### config.mk
export PLATFORM = sky130hd
export DESIGN_NAME = pbst_queue
export DESIGN_NICKNAME = d
export VERILOG_FILES = /design/src/design/pbst_pkg.sv /design/src/design/pbst_queue.sv
export SDC_FILE = /design/constraint.sdc
export NUM_CORES = 1
export LEC_CHECK = 0
export BUFFER_PORTS_ARGS = -buffer_cell sky130_fd_sc_hd__buf_2
export CAP_MARGIN = 30
export CORE_AREA = 2 2 286 288
export DETAILED_ROUTE_END_ITERATION = 12
export DIE_AREA = 0 0 288 290
export MAX_ROUTING_LAYER = met4
export PLACE_DENSITY = 0.57
export SYNTH_ARGS = -nofsm -noshare
export SYNTH_HDL_FRONTEND = slang
export SYNTH_SLANG_ARGS = --single-unit
### constraint.sdc
create_clock -name clk -period 17 [get_ports clk]
set_input_delay 0.85 -clock clk [delete_from_list [all_inputs] [get_ports clk]]
set_output_delay 0.85 -clock clk [all_outputs]
set_load 0.01 [all_outputs]
### src/design/pbst_pkg.sv
// ----------------------------------------------------------------------------
// pbst_pkg: shared types and constants of the packet burst statistics tracker
// Holds the raw burst record handed from the front end to the back end.
// ----------------------------------------------------------------------------
package pbst_pkg;

  localparam int LEAD_SLOTS  = 4;
  localparam int QUEUE_DEPTH = 2;

  localparam logic       CMD_OBSERVE = 1'b0;
  localparam logic       CMD_FLUSH   = 1'b1;

  localparam logic [23:0] GAP_THRESHOLD_RESET = 24'd100000;

  // raw accumulators of one closed burst
  typedef struct packed {
    logic [15:0] burst_pkts;
    logic [31:0] size_sum;
    logic [47:0] size_square_sum;
    logic [15:0] size_lowest;
    logic [15:0] size_highest;
    logic [15:0] outbound_packets;
    logic [39:0] gap_sum;
    logic [63:0] gap_square_sum;
    logic [23:0] gap_lowest;
    logic [23:0] gap_highest;
    logic [63:0] leading_sizes;
  } burst_raw_t;

endpackage

### src/design/pbst_queue.sv
// ----------------------------------------------------------------------------
// pbst_queue: short queue of closed burst records
// Decouples the accumulation front end from the arithmetic back end.
// ----------------------------------------------------------------------------
module pbst_queue (
  input  logic                 clk,
  input  logic                 rst,
  input  logic                 push,
  input  pbst_pkg::burst_raw_t push_data,
  input  logic                 pop,
  output logic                 full,
  output logic                 not_empty,
  output pbst_pkg::burst_raw_t head
);
  import pbst_pkg::*;

  localparam int PW = $clog2(QUEUE_DEPTH);

  burst_raw_t      mem [QUEUE_DEPTH];
  logic [PW-1:0]   wr_ptr, rd_ptr;
  logic [PW:0]     count;

  assign full      = count == (PW+1)'(QUEUE_DEPTH);
  assign not_empty = count != '0;
  assign head      = mem[rd_ptr];

  // store pushed records
  always_ff @(posedge clk) begin
    if (push) begin
      mem[wr_ptr] <= push_data;
    end
  end

  // advance pointers and fill count
  always_ff @(posedge clk) begin
    if (rst) begin
      wr_ptr <= '0;
      rd_ptr <= '0;
      count  <= '0;
    end else begin
      if (push) wr_ptr <= wr_ptr + PW'(1);
      if (pop)  rd_ptr <= rd_ptr + PW'(1);
      count <= count + (PW+1)'(push) - (PW+1)'(pop);
    end
  end

endmodule

* Yosys cells after proc, flatten, opt, wreduce, memory -nomap -nowiden
Memories as Yosys holds them, arrays and structs flattened. A register that Yosys moved wholly into a read port is not among the register bits.
Cells that the tools add are included.
** Cells by class
- Reduce and logical (&&, ||, !) cells :: 1
- Mux-type cells :: 4
- Equality and inequality tests :: 1
- Add/subtract/negate cells :: 4
** Operator list (number)
- 1-bit two-way mux :: 4
- 1-bit adder (second input constant) :: 2
- 2-bit by 1-bit adder with 2-bit output :: 1
- 2-bit equality test (second input constant) :: 1
- 2-bit nonzero test :: 1
- 2-bit by 1-bit subtractor with 2-bit output :: 1
** Word-level totals
- Bits in registers :: 4
- RAM bits :: 720
- Memories :: 1
- Output and inout bits :: 362
- Input port bits :: 364
- Word-level logic and storage cells :: 14
** Memory list
- mem :: words 2, bits a word 360, read ports 1, clocked after memory_dff 1, write ports 1, line pbst_queue.sv:19 : burst_raw_t mem [QUEUE_DEPTH];

* Depth between registers and ports, before layout
- Word-level depth :: 3
- Depth in mapped cells :: 6
- Depth with buffers taken out :: 6

* Worst setup path after synthesis
Ideal clock, no wire load.
- Path kind :: in2reg
- Start point :: input port push
- End point :: memory mem[0][0] (netlist bit), enable pin
- Arrival time :: 16.308 ns
- Stages on the path :: 1
- Library setup time :: 1.133 ns
- Data required time :: 15.867 ns
- Path slack :: -0.441 ns
- Path through :: nor2b_1
** On the way
- Word-level cells in the longest chain between the ends :: 2
** Ends and longest elaborated chain
- start, declared :: line pbst_queue.sv:8 : input logic push,
- 1-bit two-way mux :: line pbst_queue.sv:29 : if (push) begin
- 1-bit two-way mux (implied by the code) :: line pbst_queue.sv:30 : mem[wr_ptr] <= push_data;
- end, declared :: line pbst_queue.sv:19
Every way passes these cells.

==> out/qor.txt <==
Power Density: 123 mW/mm^2
Layout cells sized above 1: 61.1%
Post-CTS Setup Bufs: 0
Final Hold Viols: 0
Synth top area share: 82.2%
H-Tree Depth: 3
Filler cells: 7178
Layout Nets: 2292
Worst EP required: 16150 ps
Outcome: completed
Worst setup EP type: output pin
Crit path time final: 3960 ps
Root Buffer: clkbuf_16
Initial drt markers: 581
Worst setup endpoint: head[165]
Port bufs: 725
Worst R2R Setup Slack: 13190 ps
Vias in the first global route: 14500
DRC viols: 0
Peak Freq: 253 MHz
Post-route clock period utilization: 23.3%
Chip Width: 288 um
Max-Cap Viols: 0
Full die area: 0.0835 sq mm
DPL Wire Length: 41.9 mm
Commonest non-fill, non-tap cell in the layout: buf_2
Initial antenna violation count: 22
R2r startpoint: wr_ptr$_SDFFE_PP0P_
Routability cong.: 0.859
Worst skew pair latency: 620 ps
Startpoint types: register
Synth cell types: 13
Cell taking the most area after synthesis: edfxtp_1
Commonest non-fill, non-tap cells in the layout: buf_2 (725), edfxtp_1 (720), mux2_2 (360), clkbuf_16 (78), clkinv_1 (19)
Synth Net Count: 1507
Core Rows: 104
Vias: 13500
TritonCTS Sinks: 725
Clock transition at path regs: 60 ps
Max-slew violations: 0
Synth top area cells: edfxtp_1 (82%), mux2_2 (15%), buf_6 (1.5%)
Area of the multi-input gates: 0.00418 sq mm
Final Skew: 15.9 ps
Routed Antenna Nets: 0
Area growth syn-to-layout: 27.8%
RSZ-0062 raised after global routing: no
Drt first pass iters: 6
Non-Filler Instances: 3064
TritonCTS clock tree: built
GRT overflow: 0
Post-DP Area: 0.0310 sq mm
LEAKAGE: 12.4 nW
Avg Cell Area, Syn: 23.1 sq um
Worst path arrival time: 3110 ps
Tot GR Track Use: 14.3%
Mapped cell area: 0.0263 sq mm
Seq cells post-synth: 725
WL/cell: 19.7 um
I/O pins: 726
Core area: 0.0802 sq mm
Final instance area: 0.0336 sq mm
# resized after CTS: 0
Hold Buf Count CTS: 0
Pin count of the biggest net entering global routing: 169
Max_slew headroom: 16.1%
Cell count after synthesis: 1141
Synth Warn #: 0
CTS Buf Count: 78
VDD IR-drop max: 0.0996 mV
HP Class: in2reg
CP Max Fanout: 80
R2R depth: 4
Actual slew at the worst max-slew pin: 1260 ps
Initial Util: 32.8%
Number of cells in the design after placement: 2900
Seq/Total Area, Yosys: 82.6%
Height of the chip: 290 um
Reg2reg end: mem[1][232]$_DFFE_PP_
Global-route wire length before repair: 87.1 mm
Register area: 0.0217 sq mm
Setup_tns: 0 ps
Longest Clk Path Bufs: 3
CP Class: reg2out
DR vias/cell: 4.40
Final setup viols: 0
WL final: 60.4 mm
## flip-flops by register name, summed over array words and instances, names as in the netlist, named ones only
signal / count
mem: 720
count: 2
rd_ptr: 1
wr_ptr: 1
## metrics by stage
step	hold slack (ps)	total power, mW	setup WS, ps	util (%)
after floorplan	480	2.43	6340	-
after global placement	497	2.59	12630	38.6
after detailed placement	510	2.59	12550	38.6
after CTS	356	4.19	12300	41.7
after global routing	369	4.30	12880	41.9
final	420	4.13	13040	41.9
## how the worst min path moves through the flow
stage / startpoint / cells past startpoint / end / slack [ps]
6_report: push_data[90] / 1 / mem[1][90]$_DFFE_PP_ / 420
5_1_grt: push_data[90] / 1 / mem[1][90]$_DFFE_PP_ / 370
4_1_cts: push_data[90] / 1 / mem[1][90]$_DFFE_PP_ / 360
3_5_place_dp: rd_ptr$_SDFFE_PP0P_ / 2 / rd_ptr$_SDFFE_PP0P_ / 510
3_3_place_gp: rd_ptr$_SDFFE_PP0P_ / 2 / rd_ptr$_SDFFE_PP0P_ / 500
2_1_floorplan: rd_ptr$_SDFFE_PP0P_ / 2 / register / 480
## layout make-up
class	count	share of cell area, %
flip-flops and latches	725	64.6
well taps	1060	3.95
clock inverters	44	1.22
inverters	2	0.0223
clock buffers	93	5.97
repair buffers	745	11.6
diodes	21	0.156
multi-input cells	374	12.4
## cell usage after synthesis
library cell	number
buf_2	6
edfxtp_1	720
nor2b_1	3
xnor2_1	2
or2_2	1
mux2_2	360
ha_1	2
xnor3_1	1
dfxtp_1	5
buf_6	34
inv_1	2
nor2_1	4
and2_1	1
## report_power, final
part,internal (mW),switching [mW]
Sequential,2.09,0.0280
Clock,0.898,0.679
Combinational,0.199,0.237
Total,3.19,0.944
## worst max-delay path, stage by stage, from the launching register on
cell and delay [ps]:
dfxtp_4 730, buf_4 250, buf_16 320, buf_4 200
buf_16 290, mux2_2 400, buf_2 140
## cell families after synthesis
| kind of cell | synth area share (%) |
|---|---|
| xor gates and xnor gates | 0.152 |
| adders and majority gates | 0.0951 |
| DFF | 82.6 |
| buffers and inverters | 1.60 |
| muxes | 15.4 |
| and+or+nand+nor | 0.176 |
## per-layer routing
metal / vias to the layer above / track usage [%] / wire [um]
met1: 6681 / 14.5 / 21600
li1: 6182 / - / -
met2: 517 / 25.1 / 31700
met3: 113 / 4.72 / 5080
met4: 0 / 6.02 / 1980
met5: - / - / 0
(Power assumes the default switching activity.)
