## src/design/pbst_pkg.sv

```systemverilog
// ----------------------------------------------------------------------------
// pbst_pkg: shared types and constants of the packet burst statistics tracker
// Holds the raw burst record handed from the front end to the back end.
// ----------------------------------------------------------------------------
package pbst_pkg;

  localparam int LEAD_SLOTS  = 4;
  localparam int QUEUE_DEPTH = 2;

  localparam logic       CMD_OBSERVE = 1'b0;
  localparam logic       CMD_FLUSH   = 1'b1;

  localparam logic [23:0] GAP_THRESHOLD_RESET = 24'd100000;

  // raw accumulators of one closed burst
  typedef struct packed {
    logic [15:0] burst_pkts;
    logic [31:0] size_sum;
    logic [47:0] size_square_sum;
    logic [15:0] size_lowest;
    logic [15:0] size_highest;
    logic [15:0] outbound_packets;
    logic [39:0] gap_sum;
    logic [63:0] gap_square_sum;
    logic [23:0] gap_lowest;
    logic [23:0] gap_highest;
    logic [63:0] leading_sizes;
  } burst_raw_t;

endpackage

```

## src/design/pbst_if.sv

```systemverilog
// ----------------------------------------------------------------------------
// pbst interfaces: packet, result and configuration channels
// Each channel carries valid, ready and its payload.
// ----------------------------------------------------------------------------
interface pbst_pkt_if;
  logic        valid;
  logic        ready;
  logic        cmd;
  logic [15:0] pkt_size;
  logic        is_outbound;
  logic [31:0] timestamp_us;
  modport source (output valid, cmd, pkt_size, is_outbound, timestamp_us, input ready);
  modport sink (input valid, cmd, pkt_size, is_outbound, timestamp_us, output ready);
endinterface


interface pbst_cfg_if;
  logic        valid;
  logic        ready;
  logic [23:0] gap_limit_us;
  modport source (output valid, gap_limit_us, input ready);
  modport sink (input valid, gap_limit_us, output ready);
endinterface

```

## src/design/pbst_front.sv

```systemverilog
// ----------------------------------------------------------------------------
// pbst_front: packet classification and burst accumulation
// Accepts one request per cycle while the record queue is not full, closes bursts and pushes raw records.
// ----------------------------------------------------------------------------
module pbst_front #(
  parameter int LEADING_WINDOW    = 4,
  parameter int MAX_BURST_PACKETS = 65535
) (
  input  logic                clk,
  input  logic                rst,
  pbst_pkt_if.sink            pkt,
  pbst_cfg_if.sink            cfg,
  input  logic                q_full,
  output logic                q_push,
  output pbst_pkg::burst_raw_t q_entry
);
  import pbst_pkg::*;

  logic [23:0] thr;
  logic [15:0] cnt;
  logic [31:0] ssum;
  logic [47:0] ssq;
  logic [15:0] smin, smax, ocnt;
  logic [31:0] last_ts;
  logic [39:0] gsum;
  logic [63:0] gsq;
  logic [23:0] gmin, gmax;
  logic [15:0] lead [LEAD_SLOTS];

  logic        take, open, over, full, restart;
  logic [31:0] gap32;
  logic [23:0] gap24;
  logic [15:0] b_cnt, cnt_next, smin_next, smax_next, ocnt_next;
  logic [31:0] ssum_next;
  logic [47:0] ssq_next;
  logic [39:0] gsum_next;
  logic [63:0] gsq_next;
  logic [23:0] gmin_next, gmax_next;
  logic [15:0] lead_next [LEAD_SLOTS];

  assign cfg.ready = 1'b1;
  assign pkt.ready = !q_full;
  assign take      = pkt.valid && pkt.ready;

  // classify the request against the open burst
  assign open    = cnt != 16'd0;
  assign gap32   = pkt.timestamp_us - last_ts;
  assign gap24   = gap32[23:0];
  assign over    = gap32 > {8'd0, thr};
  assign full    = cnt >= 16'(MAX_BURST_PACKETS);
  assign restart = !open || over || full;
  assign q_push  = take && open && (pkt.cmd == CMD_FLUSH || over || full);

  assign q_entry = '{burst_pkts: cnt, size_sum: ssum, size_square_sum: ssq,
                     size_lowest: smin, size_highest: smax, outbound_packets: ocnt,
                     gap_sum: gsum, gap_square_sum: gsq, gap_lowest: gmin,
                     gap_highest: gmax,
                     leading_sizes: {lead[3], lead[2], lead[1], lead[0]}};

  // fold the packet into the open burst or into a fresh one
  always_comb begin
    b_cnt     = restart ? 16'd0 : cnt;
    cnt_next  = b_cnt + 16'd1;
    ssum_next = (restart ? 32'd0 : ssum) + {16'd0, pkt.pkt_size};
    ssq_next  = (restart ? 48'd0 : ssq)
              + {16'd0, {16'd0, pkt.pkt_size} * {16'd0, pkt.pkt_size}};
    smin_next = (restart || pkt.pkt_size < smin) ? pkt.pkt_size : smin;
    smax_next = (restart || pkt.pkt_size > smax) ? pkt.pkt_size : smax;
    ocnt_next = (restart ? 16'd0 : ocnt) + {15'd0, pkt.is_outbound};
    if (restart) begin
      gsum_next = 40'd0;
      gsq_next  = 64'd0;
      gmin_next = 24'hFFFFFF;
      gmax_next = 24'd0;
    end else begin
      gsum_next = gsum + {16'd0, gap24};
      gsq_next  = gsq + {16'd0, {24'd0, gap24} * {24'd0, gap24}};
      gmin_next = gap24 < gmin ? gap24 : gmin;
      gmax_next = gap24 > gmax ? gap24 : gmax;
    end
    for (int i = 0; i < LEAD_SLOTS; i++) begin
      lead_next[i] = restart ? 16'd0 : lead[i];
      if (b_cnt < 16'(LEADING_WINDOW) && b_cnt == 16'(i)) lead_next[i] = pkt.pkt_size;
    end
  end

  // hold the threshold register
  always_ff @(posedge clk) begin
    if (rst) begin
      thr <= GAP_THRESHOLD_RESET;
    end else if (cfg.valid) begin
      thr <= cfg.gap_limit_us;
    end
  end

  // advance the burst accumulators
  always_ff @(posedge clk) begin
    if (rst) begin
      cnt <= '0; ssum <= '0; ssq <= '0; smin <= 16'hFFFF; smax <= '0; ocnt <= '0;
      last_ts <= '0; gsum <= '0; gsq <= '0; gmin <= 24'hFFFFFF; gmax <= '0;
      for (int i = 0; i < LEAD_SLOTS; i++) lead[i] <= '0;
    end else if (take) begin
      if (pkt.cmd == CMD_FLUSH) begin
        if (open) begin
          cnt <= '0; ssum <= '0; ssq <= '0; smin <= 16'hFFFF; smax <= '0; ocnt <= '0;
          gsum <= '0; gsq <= '0; gmin <= 24'hFFFFFF; gmax <= '0;
          for (int i = 0; i < LEAD_SLOTS; i++) lead[i] <= '0;
        end
      end else begin
        cnt <= cnt_next; ssum <= ssum_next; ssq <= ssq_next;
        smin <= smin_next; smax <= smax_next; ocnt <= ocnt_next;
        last_ts <= pkt.timestamp_us;
        gsum <= gsum_next; gsq <= gsq_next; gmin <= gmin_next; gmax <= gmax_next;
        for (int i = 0; i < LEAD_SLOTS; i++) lead[i] <= lead_next[i];
      end
    end
  end

endmodule

```

## src/flat_wrapper.sv

```systemverilog
// flat-port wrapper written by rule: the top's interface ports become plain ports
module pbst_front_flat import pbst_pkg::*;
#(
  parameter int LEADING_WINDOW    = 4,
  parameter int MAX_BURST_PACKETS = 65535
)
  (clk, rst, q_full, q_push, q_entry, pkt_valid, pkt_cmd, pkt_pkt_size, pkt_is_outbound, pkt_timestamp_us, pkt_ready, cfg_valid, cfg_gap_limit_us, cfg_ready);
  pbst_pkt_if pkt_i ();
  pbst_cfg_if cfg_i ();
  input  logic clk;
  input  logic rst;
  input  logic q_full;
  output logic q_push;
  output pbst_pkg::burst_raw_t q_entry;
  input wire logic [$bits(pkt_i.valid)-1:0] pkt_valid;
  input wire logic [$bits(pkt_i.cmd)-1:0] pkt_cmd;
  input wire logic [$bits(pkt_i.pkt_size)-1:0] pkt_pkt_size;
  input wire logic [$bits(pkt_i.is_outbound)-1:0] pkt_is_outbound;
  input wire logic [$bits(pkt_i.timestamp_us)-1:0] pkt_timestamp_us;
  output wire logic [$bits(pkt_i.ready)-1:0] pkt_ready;
  input wire logic [$bits(cfg_i.valid)-1:0] cfg_valid;
  input wire logic [$bits(cfg_i.gap_limit_us)-1:0] cfg_gap_limit_us;
  output wire logic [$bits(cfg_i.ready)-1:0] cfg_ready;
  assign pkt_i.valid = pkt_valid;
  assign pkt_i.cmd = pkt_cmd;
  assign pkt_i.pkt_size = pkt_pkt_size;
  assign pkt_i.is_outbound = pkt_is_outbound;
  assign pkt_i.timestamp_us = pkt_timestamp_us;
  assign pkt_ready = pkt_i.ready;
  assign cfg_i.valid = cfg_valid;
  assign cfg_i.gap_limit_us = cfg_gap_limit_us;
  assign cfg_ready = cfg_i.ready;
  pbst_front #(.LEADING_WINDOW(LEADING_WINDOW), .MAX_BURST_PACKETS(MAX_BURST_PACKETS)) u_core (.clk(clk), .rst(rst), .pkt(pkt_i), .cfg(cfg_i), .q_full(q_full), .q_push(q_push), .q_entry(q_entry));
endmodule
```

## config.mk

```make
export PLATFORM = sky130hd
export DESIGN_NAME = pbst_front_flat
export DESIGN_NICKNAME = d
export VERILOG_FILES = /design/src/design/pbst_pkg.sv /design/src/design/pbst_if.sv /design/src/design/pbst_front.sv /design/src/flat_wrapper.sv
export SDC_FILE = /design/constraint.sdc
export NUM_CORES = 2
export LEC_CHECK = 0
export ABC_AREA = 1
export BUFFER_PORTS_ARGS = -buffer_cell sky130_fd_sc_hd__buf_2
export CORE_ASPECT_RATIO = 1.25
export CORE_UTILIZATION = 55
export CTS_BUF_LIST = sky130_fd_sc_hd__clkbuf_4 sky130_fd_sc_hd__clkbuf_8
export CTS_CLUSTER_DIAMETER = 50
export CTS_CLUSTER_SIZE = 8
export DETAILED_ROUTE_END_ITERATION = 8
export PLACE_DENSITY = 0.73
export SLEW_MARGIN = 20
export SYNTH_ARGS = -nofsm -noshare
export SYNTH_HDL_FRONTEND = slang
export SYNTH_SLANG_ARGS = --single-unit
```

## constraint.sdc

```tcl
create_clock -name clk -period 15.75 [get_ports clk]
set_input_delay 1.575 -clock clk [delete_from_list [all_inputs] [get_ports clk]]
set_output_delay 1.575 -clock clk [all_outputs]
set_load 0.01 [all_outputs]
```

### Word level (Yosys, flattened, before mapping)

Memory sizes are Yosys's and may differ from the RTL's.
Index checks and enable logic that the tools add are counted.

| storage, ports and cells | value |
|---|---|
| input bits | 79 |
| word-level logic and storage cells | 126 |
| memories | 1 |
| bits in writable memories | 64 |
| flip-flop bits (word level) | 352 |

| cells by class | value |
|---|---|
| bitwise operators | 9 |
| mux-type cells | 57 |
| reduce and logical (&&, ||, !) cells | 27 |
| add/sub/neg operators | 7 |
| magnitude comparators | 7 |
| multipliers | 2 |
| equality and inequality tests | 4 |

Memory list:

| name | words | bits a word | rd ports | clocked after Yosys merged registers in | write ports | line | source |
|---|---|---|---|---|---|---|---|
| u_core.lead | 4 | 16 | 4 | 0 | 4 | pbst_front.sv:28 | `logic [15:0] lead [LEAD_SLOTS];` |

Operators by type and width:

| operator | count |
|---|---|
| 16-bit 2-to-1 mux | 26 |
| 24-bit 2-to-1 mux | 8 |
| 64-bit 2-to-1 mux | 3 |
| 48-bit 2-to-1 mux | 3 |
| 40-bit 2-to-1 mux | 3 |
| 32-bit 2-to-1 mux | 3 |
| 64-bit by 48-bit adder with 64-bit output | 1 |
| 48-bit by 32-bit adder with 48-bit output | 1 |
| 24-bit by 24-bit multiplier with 48-bit output | 1 |
| 40-bit by 24-bit adder with 40-bit output | 1 |
| 32-bit by 16-bit adder with 32-bit output | 1 |
| 16-bit by 2-bit == test with 1-bit output, second input constant | 2 |
| 32-bit by 24-bit greater-than comparator with 1-bit output | 1 |
| 16-bit by 16-bit multiplier with 32-bit output | 1 |
| 32-bit subtractor | 1 |
| 24-bit greater-than comparator | 1 |
| 24-bit less-than comparator | 1 |
| 16-bit by 1-bit adder with 16-bit output | 1 |
| 16-bit by 1-bit adder with 16-bit output, second input constant | 1 |
| 16-bit by 1-bit == test with 1-bit output, second input constant | 1 |
| 16-bit >= comparator, second input constant | 1 |
| 16-bit greater-than comparator | 1 |
| 16-bit zero test | 1 |
| 16-bit less-than comparator | 1 |
| 13 further kinds | 48 |

### Logic depth before layout (Yosys ltp)

| logic depth | value |
|---|---|
| depth in word-level cells | 9 |
| gate-level depth with buffers | 59 |

### Worst setup path before layout

OpenSTA, ideal clock, no wires.

| timing path | value |
|---|---|
| path type | input to register |
| start | input port pkt_timestamp_us[0] |
| end | register u_core.gsq[62] |
| arrival | 9.566 ns |
| cell stages on the path | 39 |
| slack | 6.056 ns |
| cell sequence | inv_1 -> ha_1 -> inv_1 -> fa_1 -> nand2_1 -> nand2_1 -> nand3_1 -> nand2_1 -> xor2_1 -> clkinv_1 -> clkbuf_1 -> nor2_1 -> fa_1 -> fa_1 -> fa_1 -> inv_1 -> fa_1 -> inv_1 -> [3 not listed] -> inv_1 -> fa_1 -> ha_1 -> nand2_1 -> nor2_1 -> inv_1 -> nor2_1 -> inv_1 -> nor4_1 -> a21oi_1 -> o21a_1 -> inv_1 -> nand2_1 -> o21ai_0 -> a21o_1 -> nand2_1 -> o21ai_0 -> o21ai_0 |

| between the ends | value |
|---|---|
| longest elaborated chain between the ends | 6 |
| elaborated cells between the ends (all ways) | 8 |

RTL lines:

| what | line | source |
|---|---|---|
| start: declaration | flat_wrapper.sv:19 | `input wire logic [$bits(pkt_i.timestamp_us)-1:0] pkt_timestamp_us;` |
| 32-bit subtractor (*) | pbst_front.sv:47 | `assign gap32 = pkt.timestamp_us - last_ts;` |
| branches (longest 3 deep; another with 64-bit by 48-bit adder with 64-bit output) | -- |  |
| 64-bit 2-to-1 mux (*) | pbst_front.sv:70 | `if (restart) begin` |
| 64-bit 2-to-1 mux (*) | pbst_front.sv:103 | `if (pkt.cmd == CMD_FLUSH) begin` |
| end signal: assignment | pbst_front.sv:113 | `gsum <= gsum_next; gsq <= gsq_next; gmin <= gmin_next; gmax <= gmax_next;` |
| end: declaration | pbst_front.sv:26 | `logic [63:0] gsq;` |

Mark *: on every way between the ends.
A chain may end at the register's enable or synchronous reset.

### Worst setup path after layout

Same ends and word-level chain as after synthesis.

==> flow_summary.ini <==
[clock_tree]
clk_latency_ns = 0.76
postCtsSetupBuffers = 0
cts_root_buffer = clkbuf_8
clkSinkCount = 416
ctsLongestPathBuffers = 3
clkTransAtPathRegs_ns = 0.07
cts_max_level = 3
cts_hold_buf = 0
cts_made_buffers = 76
post_cts_resized = 0
tritoncts = built

[setup_path]
cp.required_ns = 16.34
cp_common_cell = inv_1
crit_path_end = u_core.gsq[62]$_SDFFE_PP0P_
worstPathArrival_ns = 11.84
reg2reg_from = u_core.last_ts[0]$_SDFFE_PP0P_
worst_setup_path_end_kind = register
crit_slowest_cell = inv_1
slowest_delay_ns = 0.85
setup.worst_path.start = pkt_timestamp_us[0]
worstSetupStartpointType = input pin
reg2reg_to = u_core.gsq[62]$_SDFFE_PP0P_
reg2reg_setup_slack_ns = 5.18
worstPathMaxFanout = 18
worstSetupPathType = input pin to register
ff2ff_path_depth = 42

[final_layout]
nNetsFinal = 7970
area_delta_synth_final_pct = 10.2
n_fill_cell = 8104
fin_util_pct = 61.2
final_layout_size_suffix_gt1_share_pct = 10.4
stdcell_count = 7992

[yosys]
synth_common_cells = inv_1, nand2_1, fa_1, nor2_1, ha_1
synth_edf_count = 48
synth_top_area_share_pct = 27.1
yosys.cell_types.count = 57
netlist_area_sq_um = 49200
yosysTopAreaCell = fa_1
yosys_warnings = 0
synth.net_count = 7599
synth_area_leaders = fa_1, dfxtp_1, ha_1, inv_1, nand2_1
ys_async_sr_fraction_pct = 0
synthFlopType = dfxtp_1
synth_cells = 6391
synth.most_common_cell = inv_1
ys_ff_latch = 416
synth-seq-area-share_pct = 17.9
syn_avg_cell_area_sq_um = 7.69

[drt]
wl_per_cell_um = 20.9
vias = 44347
ant_nets = 0
drt-pass1-iter-count = 8
via_per_inst = 5.55
dr.first_iter.drc_count = 3027
drc = 0
wl_um = 167000

[global_routing]
grt_pass1_wl_um = 255000
grtUsageTotal_pct = 37.1
grt_max_degree = 84
grt_pass1_vias = 44989
antenna_found_initial = 3
grt_overflow_total = 0

[min_path]
min_path_type = register to register
worstHoldPathCells = 2
min_from = u_core.last_ts[17]$_SDFFE_PP0P_

[floorplanning]
core_sq_um = 88500
io_pins = 442
die_area_sq_um = 90600
die_w_um = 269
start_util_pct = 55.5
std_cell_rows = 122
chipHeight_um = 336

[placed_design]
port_buffers = 440
hpwl_um = 129000
dp.cells = 7862
gp_congestion = 1.03

[sta]
fin_skew_ns = 0.0615
tns_ns = 0
post-route-min-period_ns = 11.25
hold_viol = 0
post-route-period-util_pct = 71.4
setup_viol = 0
max_freq_ghz = 0.0889
relSlewSlack_pct = 23.7
worst_slew_pin_slew_ns = 1.14
rsz0062_at_grt = false
drv_slew = 0

[outcome]
status = completed

[run]
drv_cap = 0
[critical path, delay by kind of cell]
kind | cells | cell delay, ns
buf+inv | 12 | 1.62
simple gates | 15 | 2.30
compound gates | 7 | 1.78
fa+ha+maj | 10 | 4.56
[how the worst min path moves through the flow]
stage                                            endpoint
after floorplan           u_core.last_ts[10]$_SDFFE_PP0P_
after global placement    u_core.last_ts[22]$_SDFFE_PP0P_
after detailed placement  u_core.lead[2][15]$_SDFFE_PP0P_
after CTS                 u_core.lead[2][15]$_SDFFE_PP0P_
after global routing      u_core.last_ts[17]$_SDFFE_PP0P_
final                     u_core.last_ts[17]$_SDFFE_PP0P_
[flip-flops by register name, indices dropped and copies added (netlist names)]
register and count:
u_core.gmin 24, u_core.cnt 16, u_core.thr 24, u_core.last_ts 32, u_core.gmax 24, u_core.lead 64, u_core.gsum 40, u_core.ssum 32
u_core.ssq 48, u_core.smax 16, u_core.gsq 64, u_core.smin 16, u_core.ocnt 16
[metal layers]
layer | GRT usage (%) | vias up | share of wire (%)
met5 | 0 | - | 0.0066
met4 | 28.4 | 2 | 8.9
met3 | 8.71 | 644 | 9.0
met2 | 62.0 | 2081 | 47
met1 | 41.1 | 21088 | 35
li1 | - | 20532 | -
[cells in the final DEF (no fill, tap or decap), drive strengths merged, types with 72 or more instances in the layout]
cell    instances
nor3           72
inv          1530
dfxtp         368
a21oi         406
buf           492
ha            463
nand2        1081
clkbuf         94
fa            666
nand3         123
nor2          611
o21ai         376
[metrics by stage]
step | worst slack [ns] | hold slack [ns] | instance area (sq um)
floorplan | 6.06 | 0.433 | 49200
global placement | 4.27 | 0.445 | 52600
detailed placement | 4.11 | 0.449 | 52600
CTS | 4.82 | 0.460 | 54200
global route | 4.02 | 0.479 | 54200
finish | 4.50 | 0.458 | 54200
[final cells by class]
| type | instances | area, sq um | share of cell area [%] |
|---|---|---|---|
| Timing Repair Buffer | 492 | 2590 | 4.79 |
| Inverter | 1536 | 5770 | 10.7 |
| Tap cell | 1178 | 1470 | 2.72 |
| Sequential cell | 416 | 8810 | 16.3 |
| Multi-Input combinational cell | 4240 | 33900 | 62.6 |
| Clock inverter | 32 | 399 | 0.737 |
| Antenna cell | 4 | 10.0 | 0.0185 |
| Clock buffer | 94 | 1190 | 2.20 |
[cell families (layout without fill, tap and decap cells)]
logic type	count (synthesis)	in the layout	synth area share (%)
AOI/OAI and AO/OA	1037	1037	11.8
xor gates and xnor gates	85	85	1.51
adders and majority gates	1129	1129	38.9
buffers and inverters	1735	2154	13.4
DFF	416	416	17.9
other	1	5	0.00763
and+or+nand+nor	1988	1988	16.5
Power is not shown: default switching activity piles up to over one toggle a cycle in this logic, so the estimate is an artifact.
