[config.mk]
export PLATFORM = sky130hd
export DESIGN_NAME = pbst_back_flat
export DESIGN_NICKNAME = d
export VERILOG_FILES = /design/src/design/pbst_pkg.sv /design/src/design/pbst_if.sv /design/src/design/pbst_back.sv /design/src/flat_wrapper.sv
export SDC_FILE = /design/constraint.sdc
export NUM_CORES = 2
export LEC_CHECK = 0
export BUFFER_PORTS_ARGS = -buffer_cell sky130_fd_sc_hd__buf_2
export CAP_MARGIN = 20
export CORE_MARGIN = 5
export CORE_UTILIZATION = 38
export DETAILED_ROUTE_END_ITERATION = 8
export MAX_ROUTING_LAYER = met4
export PLACE_DENSITY = 0.57
export SYNTH_ARGS = -nofsm -noshare
export SYNTH_HDL_FRONTEND = slang
export SYNTH_SLANG_ARGS = --single-unit
[constraint.sdc]
create_clock -name clk -period 89.2 [get_ports clk]
set_input_delay 8.92 -clock clk [delete_from_list [all_inputs] [get_ports clk]]
set_output_delay 8.92 -clock clk [all_outputs]
set_load 0.01 [all_outputs]
[src/design/pbst_pkg.sv]
// ----------------------------------------------------------------------------
// pbst_pkg: shared types and constants of the packet burst statistics tracker
// Holds the raw burst record handed from the front end to the back end.
// ----------------------------------------------------------------------------
package pbst_pkg;

  localparam int LEAD_SLOTS  = 4;
  localparam int QUEUE_DEPTH = 2;

  localparam logic       CMD_OBSERVE = 1'b0;
  localparam logic       CMD_FLUSH   = 1'b1;

  localparam logic [23:0] GAP_THRESHOLD_RESET = 24'd100000;

  // raw accumulators of one closed burst
  typedef struct packed {
    logic [15:0] burst_pkts;
    logic [31:0] size_sum;
    logic [47:0] size_square_sum;
    logic [15:0] size_lowest;
    logic [15:0] size_highest;
    logic [15:0] outbound_packets;
    logic [39:0] gap_sum;
    logic [63:0] gap_square_sum;
    logic [23:0] gap_lowest;
    logic [23:0] gap_highest;
    logic [63:0] leading_sizes;
  } burst_raw_t;

endpackage

[src/design/pbst_if.sv]


interface pbst_res_if;
  logic        valid;
  logic        ready;
  logic [15:0] burst_pkts;
  logic [31:0] byte_total;
  logic [15:0] size_min;
  logic [15:0] size_max;
  logic [19:0] mean_size_q4;
  logic [19:0] stddev_size_q4;
  logic [15:0] outbound_pkts;
  logic [27:0] mean_gap_q4;
  logic [23:0] min_gap_us;
  logic [23:0] max_gap_us;
  logic [27:0] stddev_gap_q4;
  logic [63:0] first_sizes_packed;
  modport source (output valid, burst_pkts, byte_total, size_min, size_max,
                  mean_size_q4, stddev_size_q4, outbound_pkts, mean_gap_q4,
                  min_gap_us, max_gap_us, stddev_gap_q4, first_sizes_packed,
                  input ready);
  modport sink (input valid, burst_pkts, byte_total, size_min, size_max,
                mean_size_q4, stddev_size_q4, outbound_pkts, mean_gap_q4,
                min_gap_us, max_gap_us, stddev_gap_q4, first_sizes_packed,
                output ready);
endinterface


[src/design/pbst_back.sv]
// ----------------------------------------------------------------------------
// pbst_back: feature arithmetic sequencer
// Shared shift-add multiplier, restoring divider and digit square root.
// ----------------------------------------------------------------------------
module pbst_back (
  input  logic                 clk,
  input  logic                 rst,
  input  logic                 q_valid,
  input  pbst_pkg::burst_raw_t q_head,
  output logic                 q_pop,
  pbst_res_if.source           res
);
  import pbst_pkg::*;

  localparam logic [2:0] PH_IDLE = 3'd0;
  localparam logic [2:0] PH_MDIV = 3'd1;
  localparam logic [2:0] PH_MUL1 = 3'd2;
  localparam logic [2:0] PH_MUL2 = 3'd3;
  localparam logic [2:0] PH_VDIV = 3'd4;
  localparam logic [2:0] PH_SQRT = 3'd5;
  localparam logic [2:0] PH_OUT  = 3'd6;

  localparam logic [6:0] DIV_STEPS  = 7'd88;
  localparam logic [6:0] MUL_STEPS  = 7'd64;
  localparam logic [6:0] SQRT_STEPS = 7'd32;

  logic [2:0]  phase;
  logic        sel;
  logic [6:0]  iter;
  burst_raw_t  cur;
  logic [15:0] cnt;
  logic [79:0] mul_acc, mul_a, prod1;
  logic [63:0] mul_b;
  logic [87:0] div_num;
  logic [31:0] div_rem, div_den;
  logic [63:0] quo, sq_v, sq_res, sq_bit;
  logic [19:0] mean_sz, std_sz;
  logic [27:0] mean_gp, std_gp;

  logic        out_valid;
  burst_raw_t  out_raw;
  logic [19:0] out_mean_sz, out_std_sz;
  logic [27:0] out_mean_gp, out_std_gp;

  logic        last, div_ge, sq_ge, n_ge2, n_ge3;
  logic [32:0] div_shift, div_sub;
  logic [31:0] rem_next, vden;
  logic [63:0] quo_final, sq_trial, res_final;
  logic [79:0] mul_sum, diff;
  logic [39:0] s_sel;
  logic [15:0] cnt_m1;

  // shared datapath steps
  always_comb begin
    last      = iter == 7'd1;
    div_shift = {div_rem, div_num[87]};
    div_ge    = div_shift >= {1'b0, div_den};
    div_sub   = div_shift - {1'b0, div_den};
    rem_next  = div_ge ? div_sub[31:0] : div_shift[31:0];
    quo_final = {quo[62:0], div_ge};
    mul_sum   = mul_acc + (mul_b[0] ? mul_a : 80'd0);
    sq_trial  = sq_res + sq_bit;
    sq_ge     = sq_v >= sq_trial;
    res_final = sq_ge ? ((sq_res >> 1) + sq_bit) : (sq_res >> 1);
    s_sel     = sel ? cur.gap_sum : {8'd0, cur.size_sum};
    diff      = (prod1 >= mul_sum) ? (prod1 - mul_sum) : 80'd0;
    cnt_m1    = cnt - 16'd1;
    vden      = {16'd0, cnt} * {16'd0, cnt_m1};
    n_ge2     = cur.burst_pkts >= 16'd2;
    n_ge3     = cur.burst_pkts >= 16'd3;
  end

  assign q_pop = (phase == PH_IDLE) && q_valid;

  // sequence one burst through the arithmetic units
  always_ff @(posedge clk) begin
    if (rst) begin
      phase     <= PH_IDLE;
      out_valid <= 1'b0;
    end else begin
      if (out_valid && res.ready && phase != PH_OUT) out_valid <= 1'b0;
      case (phase)
        PH_IDLE: begin
          if (q_valid) begin
            cur     <= q_head;
            sel     <= 1'b0;
            div_num <= {52'd0, q_head.size_sum, 4'd0};
            div_rem <= '0;
            div_den <= {16'd0, q_head.burst_pkts};
            iter    <= DIV_STEPS;
            phase   <= PH_MDIV;
          end
        end
        PH_MDIV: begin
          div_num <= {div_num[86:0], 1'b0};
          div_rem <= rem_next;
          quo     <= quo_final;
          iter    <= iter - 7'd1;
          if (last) begin
            if (!sel) begin
              mean_sz <= quo_final[19:0];
              sel     <= 1'b1;
              div_num <= {44'd0, cur.gap_sum, 4'd0};
              div_rem <= '0;
              div_den <= {16'd0, cur.burst_pkts - 16'd1};
              iter    <= DIV_STEPS;
            end else begin
              mean_gp <= n_ge2 ? quo_final[27:0] : 28'd0;
              sel     <= 1'b0;
              cnt     <= cur.burst_pkts;
              mul_acc <= '0;
              mul_a   <= {32'd0, cur.size_square_sum};
              mul_b   <= {48'd0, cur.burst_pkts};
              iter    <= MUL_STEPS;
              phase   <= PH_MUL1;
            end
          end
        end
        PH_MUL1, PH_MUL2: begin
          mul_acc <= mul_sum;
          mul_a   <= {mul_a[78:0], 1'b0};
          mul_b   <= {1'b0, mul_b[63:1]};
          iter    <= iter - 7'd1;
          if (last) begin
            if (phase == PH_MUL1) begin
              prod1   <= mul_sum;
              mul_acc <= '0;
              mul_a   <= {40'd0, s_sel};
              mul_b   <= {24'd0, s_sel};
              iter    <= MUL_STEPS;
              phase   <= PH_MUL2;
            end else begin
              div_num <= {diff, 8'd0};
              div_rem <= '0;
              div_den <= vden;
              iter    <= DIV_STEPS;
              phase   <= PH_VDIV;
            end
          end
        end
        PH_VDIV: begin
          div_num <= {div_num[86:0], 1'b0};
          div_rem <= rem_next;
          quo     <= quo_final;
          iter    <= iter - 7'd1;
          if (last) begin
            sq_v   <= quo_final;
            sq_res <= '0;
            sq_bit <= 64'h4000_0000_0000_0000;
            iter   <= SQRT_STEPS;
            phase  <= PH_SQRT;
          end
        end
        PH_SQRT: begin
          if (sq_ge) sq_v <= sq_v - sq_trial;
          sq_res <= res_final;
          sq_bit <= sq_bit >> 2;
          iter   <= iter - 7'd1;
          if (last) begin
            if (!sel) begin
              std_sz  <= n_ge2 ? res_final[19:0] : 20'd0;
              sel     <= 1'b1;
              cnt     <= cur.burst_pkts - 16'd1;
              mul_acc <= '0;
              mul_a   <= {16'd0, cur.gap_square_sum};
              mul_b   <= {48'd0, cur.burst_pkts - 16'd1};
              iter    <= MUL_STEPS;
              phase   <= PH_MUL1;
            end else begin
              std_gp <= n_ge3 ? res_final[27:0] : 28'd0;
              phase  <= PH_OUT;
            end
          end
        end
        PH_OUT: begin
          if (!out_valid || res.ready) begin
            out_valid   <= 1'b1;
            out_raw     <= cur;
            out_mean_sz <= mean_sz;
            out_std_sz  <= std_sz;
            out_mean_gp <= mean_gp;
            out_std_gp  <= std_gp;
            phase       <= PH_IDLE;
          end
        end
        default: begin
          phase <= PH_IDLE;
        end
      endcase
    end
  end

  // drive the result channel from the output register
  assign res.valid              = out_valid;
  assign res.burst_pkts         = out_raw.burst_pkts;
  assign res.byte_total         = out_raw.size_sum;
  assign res.size_min           = out_raw.size_lowest;
  assign res.size_max           = out_raw.size_highest;
  assign res.mean_size_q4       = out_mean_sz;
  assign res.stddev_size_q4     = out_std_sz;
  assign res.outbound_pkts      = out_raw.outbound_packets;
  assign res.mean_gap_q4        = out_mean_gp;
  assign res.min_gap_us         = (out_raw.burst_pkts >= 16'd2) ? out_raw.gap_lowest : 24'd0;
  assign res.max_gap_us         = (out_raw.burst_pkts >= 16'd2) ? out_raw.gap_highest : 24'd0;
  assign res.stddev_gap_q4      = out_std_gp;
  assign res.first_sizes_packed = out_raw.leading_sizes;

endmodule

[src/flat_wrapper.sv]
// flat-port wrapper written by rule: the top's interface ports become plain ports
module pbst_back_flat import pbst_pkg::*;
  (clk, rst, q_valid, q_head, q_pop, res_valid, res_burst_pkts, res_byte_total, res_size_min, res_size_max, res_mean_size_q4, res_stddev_size_q4, res_outbound_pkts, res_mean_gap_q4, res_min_gap_us, res_max_gap_us, res_stddev_gap_q4, res_first_sizes_packed, res_ready);
  pbst_res_if res_i ();
  input  logic clk;
  input  logic rst;
  input  logic q_valid;
  input  pbst_pkg::burst_raw_t q_head;
  output logic q_pop;
  output wire logic [$bits(res_i.valid)-1:0] res_valid;
  output wire logic [$bits(res_i.burst_pkts)-1:0] res_burst_pkts;
  output wire logic [$bits(res_i.byte_total)-1:0] res_byte_total;
  output wire logic [$bits(res_i.size_min)-1:0] res_size_min;
  output wire logic [$bits(res_i.size_max)-1:0] res_size_max;
  output wire logic [$bits(res_i.mean_size_q4)-1:0] res_mean_size_q4;
  output wire logic [$bits(res_i.stddev_size_q4)-1:0] res_stddev_size_q4;
  output wire logic [$bits(res_i.outbound_pkts)-1:0] res_outbound_pkts;
  output wire logic [$bits(res_i.mean_gap_q4)-1:0] res_mean_gap_q4;
  output wire logic [$bits(res_i.min_gap_us)-1:0] res_min_gap_us;
  output wire logic [$bits(res_i.max_gap_us)-1:0] res_max_gap_us;
  output wire logic [$bits(res_i.stddev_gap_q4)-1:0] res_stddev_gap_q4;
  output wire logic [$bits(res_i.first_sizes_packed)-1:0] res_first_sizes_packed;
  input wire logic [$bits(res_i.ready)-1:0] res_ready;
  assign res_valid = res_i.valid;
  assign res_burst_pkts = res_i.burst_pkts;
  assign res_byte_total = res_i.byte_total;
  assign res_size_min = res_i.size_min;
  assign res_size_max = res_i.size_max;
  assign res_mean_size_q4 = res_i.mean_size_q4;
  assign res_stddev_size_q4 = res_i.stddev_size_q4;
  assign res_outbound_pkts = res_i.outbound_pkts;
  assign res_mean_gap_q4 = res_i.mean_gap_q4;
  assign res_min_gap_us = res_i.min_gap_us;
  assign res_max_gap_us = res_i.max_gap_us;
  assign res_stddev_gap_q4 = res_i.stddev_gap_q4;
  assign res_first_sizes_packed = res_i.first_sizes_packed;
  assign res_i.ready = res_ready;
  pbst_back u_core (.clk(clk), .rst(rst), .q_valid(q_valid), .q_head(q_head), .q_pop(q_pop), .res(res_i));
endmodule
* Word level (Yosys, flattened, before mapping) *
Cells that the tools add are included.

operators by class
  add/sub/neg operators = 9
  multiply operators = 1
  order comparisons = 6
  eq/ne operators = 19
  mux-type cells = 85
  bitwise operators = 2
  reduce and logical (&&, ||, !) cells = 32

operators by type and width
  cell                                                  number
  2-to-1 mux 80 bit                                     14
  2-to-1 mux 64 bit                                     10
  case mux 80 bit (3 select lines)                      2
  2-to-1 mux 88 bit                                     5
  case mux 64 bit (2 select lines)                      3
  2-to-1 mux 32 bit                                     11
  case mux 88 bit (4 select lines)                      1
  case mux 64 bit (3 select lines)                      1
  case mux 32 bit (4 select lines)                      1
  case mux 32 bit (3 select lines)                      1
  adder 80 bit                                          1
  >= comparator 80 bit                                  1
  subtractor 80 bit                                     1
  adder 63 x 64 -> 64 bit                               1
  adder 64 bit                                          1
  >= comparator 64 bit                                  1
  2-to-1 mux 16 bit                                     4
  subtractor 64 bit                                     1
  2-to-1 mux 63 bit                                     1
  >= comparator 16 x 2 -> 1 bit, second input constant  3
  2-to-1 mux 24 bit                                     2
  2-to-1 mux 7 bit                                      6
  2-to-1 mux 40 bit                                     1
  case mux 7 bit (5 select lines)                       1
  other kinds (34)                                      80

word-level totals
  flip-flop bits (word level) = 1499
  bits of input ports = 364

* Longest topological paths before layout *
  depth after elaboration = 7
  gate-level depth with buffers = 35

* Worst setup path before layout *
OpenSTA, ideal clock, no wires.

  path type = input to register
  start point = in rst
  end point = reg u_core.cur[0] (netlist name), enable pin
  data arrival time = 33.741 ns
  slack = 53.936 ns
  stages = 3
  path buffers = 2
  path through = clkbuf_1 -> clkbuf_1 -> nor3_1

between the ends
  longest elaborated chain between the ends = 2

ends and longest elaborated chain
  element                        RTL line           RTL
  start: declaration             flat_wrapper.sv:6  input logic rst;
  NOT 1 bit (no line)            -
  AND reduction 3 bit (no line)  -
  end signal: assignment         pbst_back.sv:85    cur <= q_head;
  end: declaration               pbst_back.sv:30    burst_raw_t cur;

Every way passes these cells.
A chain may end at the register's enable or synchronous reset.

* Worst setup path in the final report *
  start point = in q_valid
  end point = out q_pop

between the ends
  longest elaborated chain between the ends = 1

ends and longest elaborated chain
  element             RTL line           RTL
  start: declaration  flat_wrapper.sv:7  input logic q_valid;
  logical AND 1 bit   pbst_back.sv:73    assign q_pop = (phase == PH_IDLE) && q_valid;
  end: declaration    flat_wrapper.sv:9  output logic q_pop;

Every way passes these cells.

==> results.md <==
Status:
- The run finished with clean final reports.

Synthesis:
- The cell accounting for the most synthesized area is edfxtp_1.
- Summing the areas of all compound-gate instances in the mapped netlist gives 13.16% of the synthesized area.
- The number of synthesized register bits is 1439.
- The Yosys warning count is 0.
- Yosys mapped the design onto 111 distinct sky130hd cell types.
- The synthesized area per cell is 11.30 um2.
- The dominant synthesized flop cell is edfxtp_1.
- For this run, the register share of the synthesized area comes to 52.43%.
- When the netlist entered floorplanning its net count stood at 8298.
- For this run, asynchronously set or reset flops after synthesis account for 0%.
- In the post-synthesis netlist, the biggest area contributors are edfxtp_1 52%, ha_1 6.8%, fa_1 4.8%.
- The synthesized area is 0.08234 mm2.
- The top-area cell type share of the netlist area is 52.33%.
- Synthesis handed over a netlist of 7288 instances.
- The mux contribution to synthesized area is 0.9467%.
- The simple-gate share of the synthesized area is 12.38%.
- Of the total synthesized cell area, the portion taken by XOR and XNOR cells is 4.329%.
- Summing the areas of all fa, ha and maj instances in the mapped netlist gives 11.61% of the synthesized area.
- The largest family of logic cells by synthesized area is compound AO/OA/AOI/OAI gates.
- Counting flops with a built-in enable in the synthesized netlist gives 1435.

CTS:
- The TritonCTS buffer count is 163.
- The number of buffers inserted to repair setup after CTS is 0.
- The number of clock sinks is 1439.
- The CTS root buffer is clkbuf_16.
- Counting along the longest clock path gives a buffer depth of 3.
- In this run, post-CTS hold repair placed 0 buffers.
- The total number of H-tree levels is 4.
- Clock latency on the worst-skew pair, taken at its later pin, is 0.84 ns.
- The number of gates resized after CTS was 0.
- The CTS tree is done.
- The clock-pin slew on the worst setup and hold paths is 0.06 ns.

Placed design:
- The number of input and output port buffers inserted is 669.
- The sum of net half-perimeters after detailed placement is 171700 um.
- The worst slack after detailed placement is 70.64 ns.
- Counting tap cells, the placed design contains a total of 10383 instances.
- The placer's final routability congestion estimate is 0.8995.

Route:
- In the routed design, unresolved DRC markers number 0.
- Wires add up to 229400 um.
- After the first detailed-routing iteration, the DRC count stood at 4473.
- The routed layout has 57034 vias.
- The wire length per cell after detailed routing is 21.43 um.
- The count of nets left with antenna violations once routing finished came out at 0.
- The pre-antenna-repair detailed-routing pass consisted of 6 iterations.
- The routed via count divided by cell count is 5.326.

Critical path:
- The reg-to-reg setup timing slack is 79.22 ns.
- For the worst flop-to-flop path, the logic depth is 32.
- Of all nets on the critical path, the largest fanout is 4.
- The startpoint identified for the worst register-to-register timing path is u_core.cnt[1].
- The critical register-to-register path endpoint is u_core.div_den[30].
- The critical path arrival is 9.63 ns.
- The worst setup path is captured at an output pin.
- The worst setup path is launched from a primary input.
- The classification of the worst setup path is in2out.
- The required time at the endpoint of the critical path is 80.28 ns.

STA:
- Setup repair after global routing left no endpoint under its margin.
- The summed negative setup slack over all endpoints is 0 ns.
- The final worst-path cycle share is 20.79%.
- The maximum operating frequency is 0.05392 GHz.
- The measured slew at the worst slew-check pin is 1.240 ns.
- The worst pin sits at a relative slew slack of 17.35%.
- Setup violations remaining at the end of the flow were counted as 0.
- The tightest hold margin is 0.3907 ns.
- The number of max-slew violations in the final report is 0.
- The final setup skew is 0.08712 ns.
- The number of hold violations in the final report is 0.
- The final worst-path setup slack is 70.65 ns.
- The worst path needs 18.55 ns of the cycle, external delays included.

Power:
- The net switching share of the total power is 31.78%.
- For this design the ratio of total power to cell area is 22.12 mW/mm2.
- The analysis attributes to cell leakage a power of 36.25 nW.
- Cell internal power was estimated by the tool at 0.001404 W.
- In this run, flip-flops and latches consume 42.6% of the power.
- The share of total power dissipated in combinational logic is 24.7%.
- Across the VDD grid, the largest voltage drop is 0.02113 mV.
- The total net switching power is 0.0006542 W.
- The portion of total power attributed to the clock network is 32.7%.

Hold path:
- The worst hold path was traced through 0 stages.
- The endpoint with the worst hold slack is u_core.res.first_sizes_packed[34].
- The min-delay analysis places its worst path in the category reg2reg.
- The startpoint identified for the worst hold timing path is u_core.cur[34].

Final layout:
- The post-route netlist has 14.02% of its cells at a drive strength greater than 1.
- The library cell used most frequently in the layout, excluding fill and tap cells, is edfxtp_1.
- The number of nets in the finished design is 8724.
- The area growth from synthesis to final layout is 13.01%.
- The library cells used most frequently in the layout, excluding fill and tap cells, are 1435 x edfxtp_1, 669 x buf_2, 559 x nor2_1.
- Once layout is complete, the cells apart from fillers number 10708.
- At the end of the flow the core is filled with cells to 43.27%.

Global route:
- The number of global-route vias before repair is 56322.
- Global routing used 20.24% of the available tracks across all layers.
- The aggregate global routing overflow is 0.
- Entering global routing, the biggest net connects 101 pins.
- The initial antenna violation count is 26.
- The wire length of the first global-routing pass is 346300 um.

Die:
- The initial cell density of the core is 38.29%.
- The floorplan step set the die width to 475.5 um.
- The total die area is 0.2261 mm2.
- Pin placement for this block handled 670 I/O pins.
- The core region is 0.2150 mm2.
- The number of standard-cell rows in the floorplan is 170.
- The height of the chip is 475.5 um.

Flow run:
- The max-cap violation count is 0.
## layer usage
| layer | part of all wire [%] | track usage (%) |
|---|---|---|
| met4 | 2.4 | 5.070 |
| met3 | 5.4 | 3.001 |
| met1 | 44 | 26.53 |
| met5 | 0 | - |
| met2 | 48 | 33.18 |
## layout make-up
cell class,count,area (um2)
Inverter,463,1740
Antenna cell,23,57.56
Sequential cell,1439,43170
Clock inverter,107,1196
Tap cell,2838,3551
Timing Repair Buffer,748,4026
Fill cell,20172,122000
Clock buffer,191,4184
Multi-Input combinational cell,4899,35120
## worst max-delay path: stages
cell	delay (ns)
buf_2	0.15
nand2_1	0.15
nor2_1	0.23
buf_2	0.17
## cells in the mapped netlist (all sizes together), types with 22 or more instances
cell,count
nand2,502
mux2i,70
a31o,22
and3,40
inv,462
nand3,139
buf,205
nor4,33
a21oi,450
clkbuf,282
a211oi,51
and2,205
nand4,101
o21ai,444
o31ai,28
xor2,188
o211ai,28
nor2,565
a22oi,44
a22o,31
a21o,184
xnor2,219
or3,28
o21a,59
a31oi,78
nor2b,142
o21bai,79
nand2b,181
fa,197
nor3,86
ha,449
edfxtp,1435
a221oi,35
## power groups by stage
stage,sequential (W),combinational (W),clock (W)
finish,0.000876,0.000509,0.000673
global route,0.000881,0.000559,0.000721
CTS,0.000876,0.000506,0.000691
detailed placement,0.000889,0.000503,0
global placement,0.000888,0.000496,0
floorplan,0.000912,0.000356,0
## registers in the layout, summed over array words and instances (netlist names), 32 cells and up
| name | count |
|---|---|
| u_core.cur | 360 |
| u_core.div_den | 32 |
| u_core.div_num | 84 |
| u_core.div_rem | 32 |
| u_core.mul_a | 80 |
| u_core.mul_acc | 80 |
| u_core.mul_b | 40 |
| u_core.out_raw | 48 |
| u_core.prod1 | 80 |
| u_core.quo | 63 |
| u_core.res.byte_total | 32 |
| u_core.res.first_sizes_packed | 64 |
| u_core.sq_bit | 32 |
| u_core.sq_res | 64 |
| u_core.sq_v | 64 |
## logic make-up (layout without fill, tap and decap cells)
group	count (synthesis)	count (layout)
fa+ha+maj	646	646
compound gates	1686	1686
flops	1439	1439
simple gates	2083	2083
mux	77	77
buf+inv	950	1509
xor+xnor	407	407
other cells	0	23
## per-stage QoR
step,cell area [um2],power [W]
2_1_floorplan,82340,0.001268
3_3_place_gp,87490,0.001383
3_5_place_dp,87520,0.001393
4_1_cts,92900,0.002074
5_1_grt,93030,0.002161
6_report,93050,0.002058
## worst max path at each step
| stage | start | to | slack (ns) |
|---|---|---|---|
| global placement | q_valid | q_pop | 70.63 |
| finish | q_valid | q_pop | 70.65 |
| CTS | q_valid | q_pop | 70.63 |
| global route | q_valid | q_pop | 70.63 |
| floorplan | rst | u_core.cur[0] | 53.94 |
| detailed placement | q_valid | q_pop | 70.64 |
(Power assumes the default switching activity.)
